[src/rtl/bcc_pkg.sv]
package bcc_pkg;

  // Input item
  typedef struct packed {
    logic        command;
    logic        button_level;
    logic [31:0] now_ms;
  } bcc_in_t;

  // Result item
  typedef struct packed {
    logic signed [4:0] click_report;
    logic              pressed;
    logic              edit_active;
  } bcc_out_t;

  // Input command codes
  localparam logic CMD_SAMPLE    = 1'b0;
  localparam logic CMD_EDIT_MODE = 1'b1;

  // Configuration register indexes
  localparam int CfgIdxW = 3;
  localparam logic [CfgIdxW-1:0] REG_ACTIVE_HIGH    = 3'd0;
  localparam logic [CfgIdxW-1:0] REG_DEBOUNCE       = 3'd1;
  localparam logic [CfgIdxW-1:0] REG_MULTICLICK     = 3'd2;
  localparam logic [CfgIdxW-1:0] REG_EDIT_MULTICLK  = 3'd3;
  localparam logic [CfgIdxW-1:0] REG_LONG_CLICK     = 3'd4;
  localparam logic [CfgIdxW-1:0] REG_EDIT_TIMEOUT   = 3'd5;

  localparam int CfgDataW = 16;

  // Reset values of the timing registers
  localparam logic [15:0] DEBOUNCE_RST      = 16'd20;
  localparam logic [15:0] MULTICLICK_RST    = 16'd250;
  localparam logic [15:0] EDIT_MULTICLK_RST = 16'd50;
  localparam logic [15:0] LONG_CLICK_RST    = 16'd1000;
  localparam logic [15:0] EDIT_TIMEOUT_RST  = 16'd3000;

  // Press counter saturates at the smaller of MaxClicks and 15
  localparam int MaxClicks = 15;
  localparam logic [3:0] COUNT_LIMIT = (MaxClicks < 15) ? 4'(MaxClicks) : 4'd15;

  // Elapsed time from stamp to now, read as signed, strictly above limit
  function automatic logic elapsed_over(input logic [31:0] now, input logic [31:0] stamp,
                                        input logic [15:0] limit);
    logic [31:0] d;
    d = now - stamp;
    return !d[31] && (d > {16'd0, limit});
  endfunction

endpackage

[src/rtl/button_click_classifier_unit.sv]
// Channel  | Direction | Handshake             | Payload
// in       | input     | in_valid / in_ready   | in_data  (bcc_in_t)
// out      | output    | out_valid / out_ready | out_data (bcc_out_t)
// cfg      | input     | cfg_valid / cfg_ready | cfg_index, cfg_data
//
// Items pass the input and result registers; one item per cycle while out_ready is high.
// The input register feeds one pass of timer compares that updates the state and the result.
// Reset (rst_n low, synchronous) restores the default timing registers and the state.
// A stalled result holds the result register; the input register moves only when it frees.
// cfg_ready is always high; a write to an unknown index is ignored.
module button_click_classifier_unit import bcc_pkg::*; (
  input  logic                clk,
  input  logic                rst_n,
  input  logic                in_valid,
  output logic                in_ready,
  input  bcc_in_t             in_data,
  output logic                out_valid,
  input  logic                out_ready,
  output bcc_out_t            out_data,
  input  logic                cfg_valid,
  output logic                cfg_ready,
  input  logic [CfgIdxW-1:0]  cfg_index,
  input  logic [CfgDataW-1:0] cfg_data
);

  // Configuration registers
  logic        active_high_r;
  logic [15:0] debounce_r, multiclick_r, edit_multiclk_r, long_click_r, edit_timeout_r;

  // Input register and result register
  logic        s1_valid_r;
  bcc_in_t     s1_data_r;
  logic        out_valid_r;
  bcc_out_t    out_data_r;

  // Detector state
  logic        prev_level_r, prev_level_nxt;
  logic        deb_level_r, deb_level_nxt;
  logic [3:0]  count_r, count_nxt;
  logic [31:0] bounce_time_r, bounce_time_nxt;
  logic [4:0]  report_r, report_nxt;
  logic        edit_r, edit_nxt;
  logic [31:0] edit_start_r, edit_start_nxt;

  logic        s2_load;
  logic        advance;
  logic        level;
  logic [15:0] window;
  logic [3:0]  count_deb;

  assign cfg_ready = 1'b1;
  assign s2_load   = !out_valid_r || out_ready;
  assign advance   = s1_valid_r && s2_load;
  assign in_ready  = !s1_valid_r || s2_load;
  assign out_valid = out_valid_r;
  assign out_data  = out_data_r;

  // Write configuration registers
  always_ff @(posedge clk) begin
    if (!rst_n) begin
      active_high_r   <= 1'b0;
      debounce_r      <= DEBOUNCE_RST;
      multiclick_r    <= MULTICLICK_RST;
      edit_multiclk_r <= EDIT_MULTICLK_RST;
      long_click_r    <= LONG_CLICK_RST;
      edit_timeout_r  <= EDIT_TIMEOUT_RST;
    end else if (cfg_valid) begin
      unique case (cfg_index)
        REG_ACTIVE_HIGH:   active_high_r   <= cfg_data[0];
        REG_DEBOUNCE:      debounce_r      <= cfg_data;
        REG_MULTICLICK:    multiclick_r    <= cfg_data;
        REG_EDIT_MULTICLK: edit_multiclk_r <= cfg_data;
        REG_LONG_CLICK:    long_click_r    <= cfg_data;
        REG_EDIT_TIMEOUT:  edit_timeout_r  <= cfg_data;
        default: ;
      endcase
    end
  end

  // Capture the input transfer
  always_ff @(posedge clk) begin
    if (!rst_n) begin
      s1_valid_r <= 1'b0;
    end else if (in_ready) begin
      s1_valid_r <= in_valid;
    end
  end

  always_ff @(posedge clk) begin
    if (in_ready && in_valid) begin
      s1_data_r <= in_data;
    end
  end

  // One pass: edit command, or bounce timer, debounce, group end, long click, edit timeout
  always_comb begin
    prev_level_nxt  = prev_level_r;
    deb_level_nxt   = deb_level_r;
    count_nxt       = count_r;
    bounce_time_nxt = bounce_time_r;
    report_nxt      = report_r;
    edit_nxt        = edit_r;
    edit_start_nxt  = edit_start_r;
    level           = active_high_r ? s1_data_r.button_level : !s1_data_r.button_level;
    window          = edit_r ? edit_multiclk_r : multiclick_r;
    count_deb       = count_r;

    if (s1_data_r.command == CMD_EDIT_MODE) begin
      edit_nxt       = 1'b1;
      edit_start_nxt = s1_data_r.now_ms;
    end else begin
      if (level != prev_level_r) begin
        bounce_time_nxt = s1_data_r.now_ms;
      end
      if (elapsed_over(s1_data_r.now_ms, bounce_time_nxt, debounce_r)
          && level != deb_level_r) begin
        deb_level_nxt = level;
        if (level && count_r < COUNT_LIMIT) begin
          count_deb = count_r + 4'd1;
        end
      end
      count_nxt = count_deb;
      if (!deb_level_nxt && elapsed_over(s1_data_r.now_ms, bounce_time_nxt, window)) begin
        report_nxt = {1'b0, count_deb};
        count_nxt  = 4'd0;
      end
      if (deb_level_nxt && elapsed_over(s1_data_r.now_ms, bounce_time_nxt, long_click_r)) begin
        report_nxt = 5'd0 - {1'b0, count_deb};
        count_nxt  = 4'd0;
      end
      if (edit_r && elapsed_over(s1_data_r.now_ms, edit_start_r, edit_timeout_r)) begin
        edit_nxt = 1'b0;
      end
      prev_level_nxt = level;
    end
  end

  // Commit state and the result on each advance
  always_ff @(posedge clk) begin
    if (!rst_n) begin
      prev_level_r  <= 1'b1;
      deb_level_r   <= 1'b0;
      count_r       <= 4'd0;
      bounce_time_r <= 32'd0;
      report_r      <= 5'd0;
      edit_r        <= 1'b0;
      edit_start_r  <= 32'd0;
    end else if (advance) begin
      prev_level_r  <= prev_level_nxt;
      deb_level_r   <= deb_level_nxt;
      count_r       <= count_nxt;
      bounce_time_r <= bounce_time_nxt;
      report_r      <= report_nxt;
      edit_r        <= edit_nxt;
      edit_start_r  <= edit_start_nxt;
    end
  end

  always_ff @(posedge clk) begin
    if (!rst_n) begin
      out_valid_r <= 1'b0;
    end else if (s2_load) begin
      out_valid_r <= s1_valid_r;
    end
  end

  always_ff @(posedge clk) begin
    if (advance) begin
      out_data_r.click_report <= signed'(report_nxt);
      out_data_r.pressed      <= deb_level_nxt;
      out_data_r.edit_active  <= edit_nxt;
    end
  end

  // Press counter never passes its limit
  a_count_limit: assert property (@(posedge clk) disable iff (!rst_n)
    count_r <= COUNT_LIMIT)
    else $error("press counter above limit");

  // Report stays within the signed range of the count
  a_report_range: assert property (@(posedge clk) disable iff (!rst_n)
    report_r != 5'b10000)
    else $error("report value out of range");

  // Edit command turns edit mode on
  a_edit_on: assert property (@(posedge clk) disable iff (!rst_n)
    advance && s1_data_r.command == CMD_EDIT_MODE |=> edit_r && out_data_r.edit_active)
    else $error("edit command did not enter edit mode");

  // Result mirrors the committed state
  a_result_state: assert property (@(posedge clk) disable iff (!rst_n)
    advance |=> out_data_r.pressed == deb_level_r
                && out_data_r.click_report == signed'(report_r))
    else $error("result differs from state");

  // A stalled item stays in the input register and the result stays valid
  a_no_lost_item: assert property (@(posedge clk) disable iff (!rst_n)
    s1_valid_r && !s2_load |=> s1_valid_r && out_valid_r)
    else $error("item dropped under stall");

endmodule

[config.mk]
export PLATFORM = sky130hd
export DESIGN_NAME = button_click_classifier_unit
export DESIGN_NICKNAME = d
export VERILOG_FILES = /design/src/rtl/bcc_pkg.sv /design/src/rtl/button_click_classifier_unit.sv
export SDC_FILE = /design/constraint.sdc
export NUM_CORES = 1
export LEC_CHECK = 0
export BUFFER_PORTS_ARGS = -buffer_cell sky130_fd_sc_hd__buf_2
export CORE_ASPECT_RATIO = 1.4
export CORE_MARGIN = 2
export CORE_UTILIZATION = 50
export DETAILED_ROUTE_END_ITERATION = 6
export GPL_TIMING_DRIVEN = 1
export PLACE_DENSITY_LB_ADDON = 0.12
export SETUP_SLACK_MARGIN = 0.15
export SYNTH_ARGS = -nofsm -noshare
export SYNTH_HDL_FRONTEND = slang
export SYNTH_SLANG_ARGS = --single-unit
[constraint.sdc]
create_clock -name clk -period 5.9 [get_ports clk]
set_input_delay 0.59 -clock clk [delete_from_list [all_inputs] [get_ports clk]]
set_output_delay 0.59 -clock clk [all_outputs]
set_load 0.01 [all_outputs]
-- After elaboration in Yosys (flattened, before gate mapping)
Cells that the tools add are included.
- register bits after elaboration: 200
- output and inout port bits: 10
- input port bits: 58
- logic and storage cells: 83
- $lt $le $gt $ge: 5
- $add $sub $neg: 4
- equal/unequal tests: 7
- mux-type cells: 17
- reductions and logical operators: 28
- bitwise operators: 1
- operators by type and width (operator ; count):
    $gt 32x16->1 ; 4
    $mux 32 ; 2
    $sub 32x32->32 ; 2
    $mux 4 ; 5
    $mux 16 ; 1
    $reduce_and 2->1 ; 8
    $mux 5 ; 3
    $logic_and 1x1->1 ; 11
    $eq 3x2->1 const B ; 2
    $eq 3x3->1 const B ; 2
    $logic_not 1->1 ; 6
    $mux 1 ; 6
    $sub 1x4->5 const A ; 1
    $add 4x1->4 const B ; 1
    $lt 4x4->1 const B ; 1
    $eq 3x1->1 const B ; 1
    $logic_not 3->1 ; 1
    $logic_or 1x1->1 ; 2
    $ne 1x1->1 ; 2
    $not 1->1 ; 1

-- Longest topological paths before layout
- word-level depth: 16
- gate-level depth with buffers: 34
- gate-level depth less buffers: 30

-- Least setup slack after synthesis
Ideal clock, no wire load.
- path kind: register to register
- start point: register prev_level_r
- end point: register out_data_r (netlist bit out_data[4]) (data pin)
- data arrival time: 6.093 ns
- stages on the path, launching flop included: 30
- slack: -0.454 ns
- path buffers: 3
- period minus slack after synthesis: 6.354 ns
- required time: 5.639 ns
- library setup time: 0.261 ns
- path through: dfxtp_1 xor3_2 buf_6 clkbuf_1 clkbuf_1 o21ai_0 ha_1 o21ba_2 o21ai_0 o21ai_0 a211oi_1 a311oi_1 o21ai_0 a31oi_1 xnor2_1 ha_1 nand4_1 inv_1 and3_1 a31oi_1 a211oi_1 o32ai_1 nor3b_4 nor3_2 mux2i_1 ha_1 inv_1 o21ai_0 mux2i_1 o2bb2ai_1
- longest elaborated chain between the ends: 14
- elaborated cells between the ends (all ways): 23
- classes of those cells: add/sub: 2; order compare: 3; eq/ne: 1; mux: 9; reduce/logical: 8
- RTL lines (item ; RTL line ; source):
    start: declaration ; button_click_classifier_unit.sv:37 ; logic prev_level_r, prev_level_nxt;
    start signal: assignment ; button_click_classifier_unit.sv:149 ; prev_level_r <= prev_level_nxt;
    $ne 1x1->1 (*) ; button_click_classifier_unit.sv:112 ; if (level != prev_level_r) begin
    $mux 32 (*) ; button_click_classifier_unit.sv:112 ;
    $mux 32 (*) ; button_click_classifier_unit.sv:108 ; if (s1_data_r.command == CMD_EDIT_MODE) begin
    $sub 32x32->32 (*) ; bcc_pkg.sv:47 ; d = now - stamp;
    parallel branches: the longest is 8 deep, another holds $gt 32x16->1 ; - ;
    $mux 5 (*) ; button_click_classifier_unit.sv:127 ; if (deb_level_nxt && elapsed_over(s1_data_r.now_ms, bounce_time_nxt, long_click_r)) begin
    $mux 5 (*) ; button_click_classifier_unit.sv:108 ;
    named net report_nxt[2] ; button_click_classifier_unit.sv:41 ; logic [4:0] report_r, report_nxt;
    end: declaration ; button_click_classifier_unit.sv:34 ; bcc_out_t out_data_r;
Mark *: on every way through the listed nets, which the timed path passes. The select of a mux whose other input is x is not followed.
A chain may end at the register's enable or synchronous reset.

-- Final worst setup path
Same ends and word-level chain as after synthesis.

==> flow_metrics.py <==
metrics = {
    "outcome": {
        "status": "complete, no violations",
    },
    "timing": {
        "fin_crit_sh": 0.9538,
        "setup_ws_ps": 272.8,
        "setup_tns_ps": 0,
        "relSlewSlack": 0.3295,
        "rsz0062_at_grt": "true",
        "max_freq_mhz": 177.7,
        "worst_slew_pin_slew_ps": 1002,
        "hold_violations": 0,
        "period_minus_slack_ps": 5627,
        "skew_ps": 10.23,
        "setup_viol": 0,
        "hold_slack_ps": 307.0,
        "finalMaxSlewViolations": 0,
    },
    "worst_setup_path": {
        "start_kind": "flip-flop",
        "worstReg2RegEnd": "out_data[4]",
        "path_class": "reg2reg",
        "critPathMaxStageDelay_ps": 490,
        "worstPathMaxFanout": 7,
        "rrSetupSlack_ps": 270,
        "slowest_stage": "xor3_2",
        "setup.worst_path.end_class": "flip-flop",
        "reg2reg_from": "prev_level_r",
        "critical_path_arrival_ps": 5810,
        "cp.required_ps": 6090,
        "critPathTopFamily": "compound AO/OA/AOI/OAI gates",
        "rr_worst_depth": 26,
        "critPathBufInv": 1,
    },
    "cells_and_area": {
        "drive_above_1_share": 0.1384,
        "post-route-util": 0.5814,
        "syn2layout_area_growth_pct": 14.41,
        "n_fill_cell": 2449,
        "nets": 1927,
        "antenna_cells": 0,
    },
    "drt": {
        "drc_errors": 0,
        "drt_iter0_markers": 650,
        "first_pass_iters": 7,
        "routedWlPerCell_um": 18.31,
        "via_per_inst": 5.805,
        "ant_nets": 0,
        "wirelength_um": 38220,
        "vias": 12110,
    },
    "yosys": {
        "ys_top_cells_by_count": "312 x nand2_1, 189 x a21oi_1, 159 x dfxtp_1, 118 x ha_1, 118 x inv_1",
        "synth_ff_type": "dfxtp_1",
        "synth_edf_count": 41,
        "yosysMostFrequentCell": "nand2_1",
        "synth_seq_area_share": 0.3317,
        "ys_types": 86,
        "postSynthCellCount": 1677,
        "synth_nets": 1854,
        "avgSynthCellArea_sq_um": 7.935,
        "async_reset_ff_frac": 0,
        "synth_top_area_share": 0.2392,
        "synth_area_leaders": "dfxtp_1 24%, ha_1 11%, edfxtp_1 9.3%",
        "ys.warnings.count": 0,
        "synth_area_sq_um": 13310,
        "ys_ff_latch": 200,
        "yosysTopAreaCell": "dfxtp_1",
    },
    "power": {
        "power.leakage_uw": 0.006113,
        "irDropWorstVdd_mv": 0.2017,
        "power_density_nw_per_um2": 266.4,
    },
    "placed_design": {
        "dp_hpwl_um": 29030,
        "numPortBuffers": 66,
        "place_ws_ps": 50.71,
        "place_congestion": 0.9637,
    },
    "floorplan": {
        "fp.dieH_um": 197.0,
        "initial_core_util": 0.5082,
        "die_w_um": 141.9,
        "rows": 70,
        "coreArea_sq_um": 26190,
        "io_pins": 68,
        "die-area_sq_um": 27950,
    },
    "global_route": {
        "grt_pass1_vias": 11260,
        "antenna_found_initial": 0,
        "grt_pass1_wl_um": 59060,
        "grt-ovfl-total": 0,
        "gr-usage-all-layers": 0.2704,
        "grt_max_degree": 85,
    },
    "clock_tree": {
        "holdBufCountCts": 0,
        "path_clk_slew_ps": 80,
        "clk_latency_ps": 450,
        "clkSinkCount": 200,
        "cts_root_buffer": "clkbuf_16",
        "clockBufferDepth": 2,
        "h-tree-depth": 4,
        "cts_tree": "yes",
        "cts_buffers": 17,
    },
    "worst_hold_path": {
        "hold_path.class": "in2reg",
        "hold_start": "in_data[23]",
        "min_path_cells": 1,
        "min_to": "s1_data_r[23]",
    },
    "run": {
        "drv_cap": 0,
    },
}
-- kinds of logic (layout without fill, tap and decap cells) --
logic type / after synthesis / count (layout) / synth area share
AO/OA/AOI/OAI: 462 / 462 / 0.2214
XOR/XNOR: 58 / 58 / 0.03996
adder cells (fa/ha/maj): 122 / 122 / 0.1147
buffers and inverters: 193 / 279 / 0.05528
flip-flops: 200 / 200 / 0.3317
multiplexers: 43 / 43 / 0.03253
other: 1 / 1 / 0.0002818
AND/OR/NAND/NOR: 598 / 598 / 0.2041
-- what timing repair did --
action	CTS	global route
cloned	0	0
endpoints found under the hold margin	0	0
resized for setup	1	51
setup endpoints to repair	7	17
pin swaps	3	38
buffers inserted	3	22
-- worst reg2reg max path: cells and delay by family, from the launching register on --
family | cells | cell delay, ps
AO/OA/AOI/OAI | 12 | 2060
AND/OR/NAND/NOR | 6 | 980
XOR/XNOR | 2 | 750
adder cells (fa/ha/maj) | 3 | 750
multiplexers | 2 | 430
flip-flops | 1 | 330
buffers and inverters | 1 | 70
-- power by group --
part / total [uW] / internal (uW) / switching (uW)
clock: 1210 / 595 / 613
sequential: 1500 / 1450 / 47.5
combinational: 1350 / 578 / 773
total: 4060 / 2620 / 1430
-- sequential cells by signal, indices dropped and copies added, names as in the netlist --
signal,cells
s1_data_r,34
edit_start_r,32
edit_r,1
out_valid,1
multiclick_r,16
edit_timeout_r,16
out_data,7
active_high_r,1
long_click_r,16
report_r,5
debounce_r,16
bounce_time_r,32
count_r,4
edit_multiclk_r,16
prev_level_r,1
deb_level_r,1
s1_valid_r,1
-- area by class of cell --
type	count	area (sq um)	share of cell area
clock buffer	18	450.4	0.02958
clock inverter	14	153.9	0.01011
inverter	119	449.2	0.02950
multi-input combinational	1284	8512	0.5590
sequential	200	4415	0.2900
tap	324	405.4	0.02662
timing repair buffer	128	839.6	0.05514
-- through the flow --
| stage | total power (uW) | cells | area (sq um) |
|---|---|---|---|
| after floorplan | 2402 | 1677 | 13440 |
| after global placement | 2749 | 2030 | 14170 |
| after detailed placement | 2769 | 2030 | 14170 |
| after CTS | 3980 | 2065 | 14800 |
| after global routing | 4271 | 2087 | 15230 |
| final | 4055 | 2087 | 15230 |
-- placed cells by master, fill, tap and decap left out, drive strengths merged, types with 31 or more instances in the layout --
master  Yosys  final
o21ai      57     57
nand2     313    313
buf         3    128
edfxtp     41     41
a21o       50     50
mux2i      41     41
a211oi     34     34
dfxtp     159    159
a21oi     189    189
nor3       31     31
ha        118    118
nor2      101    101
xnor2      33     33
inv       118    127
-- worst max-delay path by stage --
stage	startpoint	end	slack [ps]	depth (start not counted)
finish	prev_level_r	out_data[4]	270	26
global route	prev_level_r	out_data[4]	-50	21
CTS	s1_data_r[32]	out_data[4]	160	25
detailed placement	s1_data_r[32]	out_data[4]	50	24
global placement	s1_data_r[32]	count_r[3]	200	30
floorplan	s1_data_r[32]	out_data[4]	130	29
-- layer usage --
metal	wire, um	up-vias	track usage
li1	-	6067	-
met1	15730	5696	0.3177
met2	19850	285	0.4928
met3	1316	66	0.03224
met4	1321	0	0.1167
met5	0	-	0
Note: power is estimated with default switching activity, not from simulation.
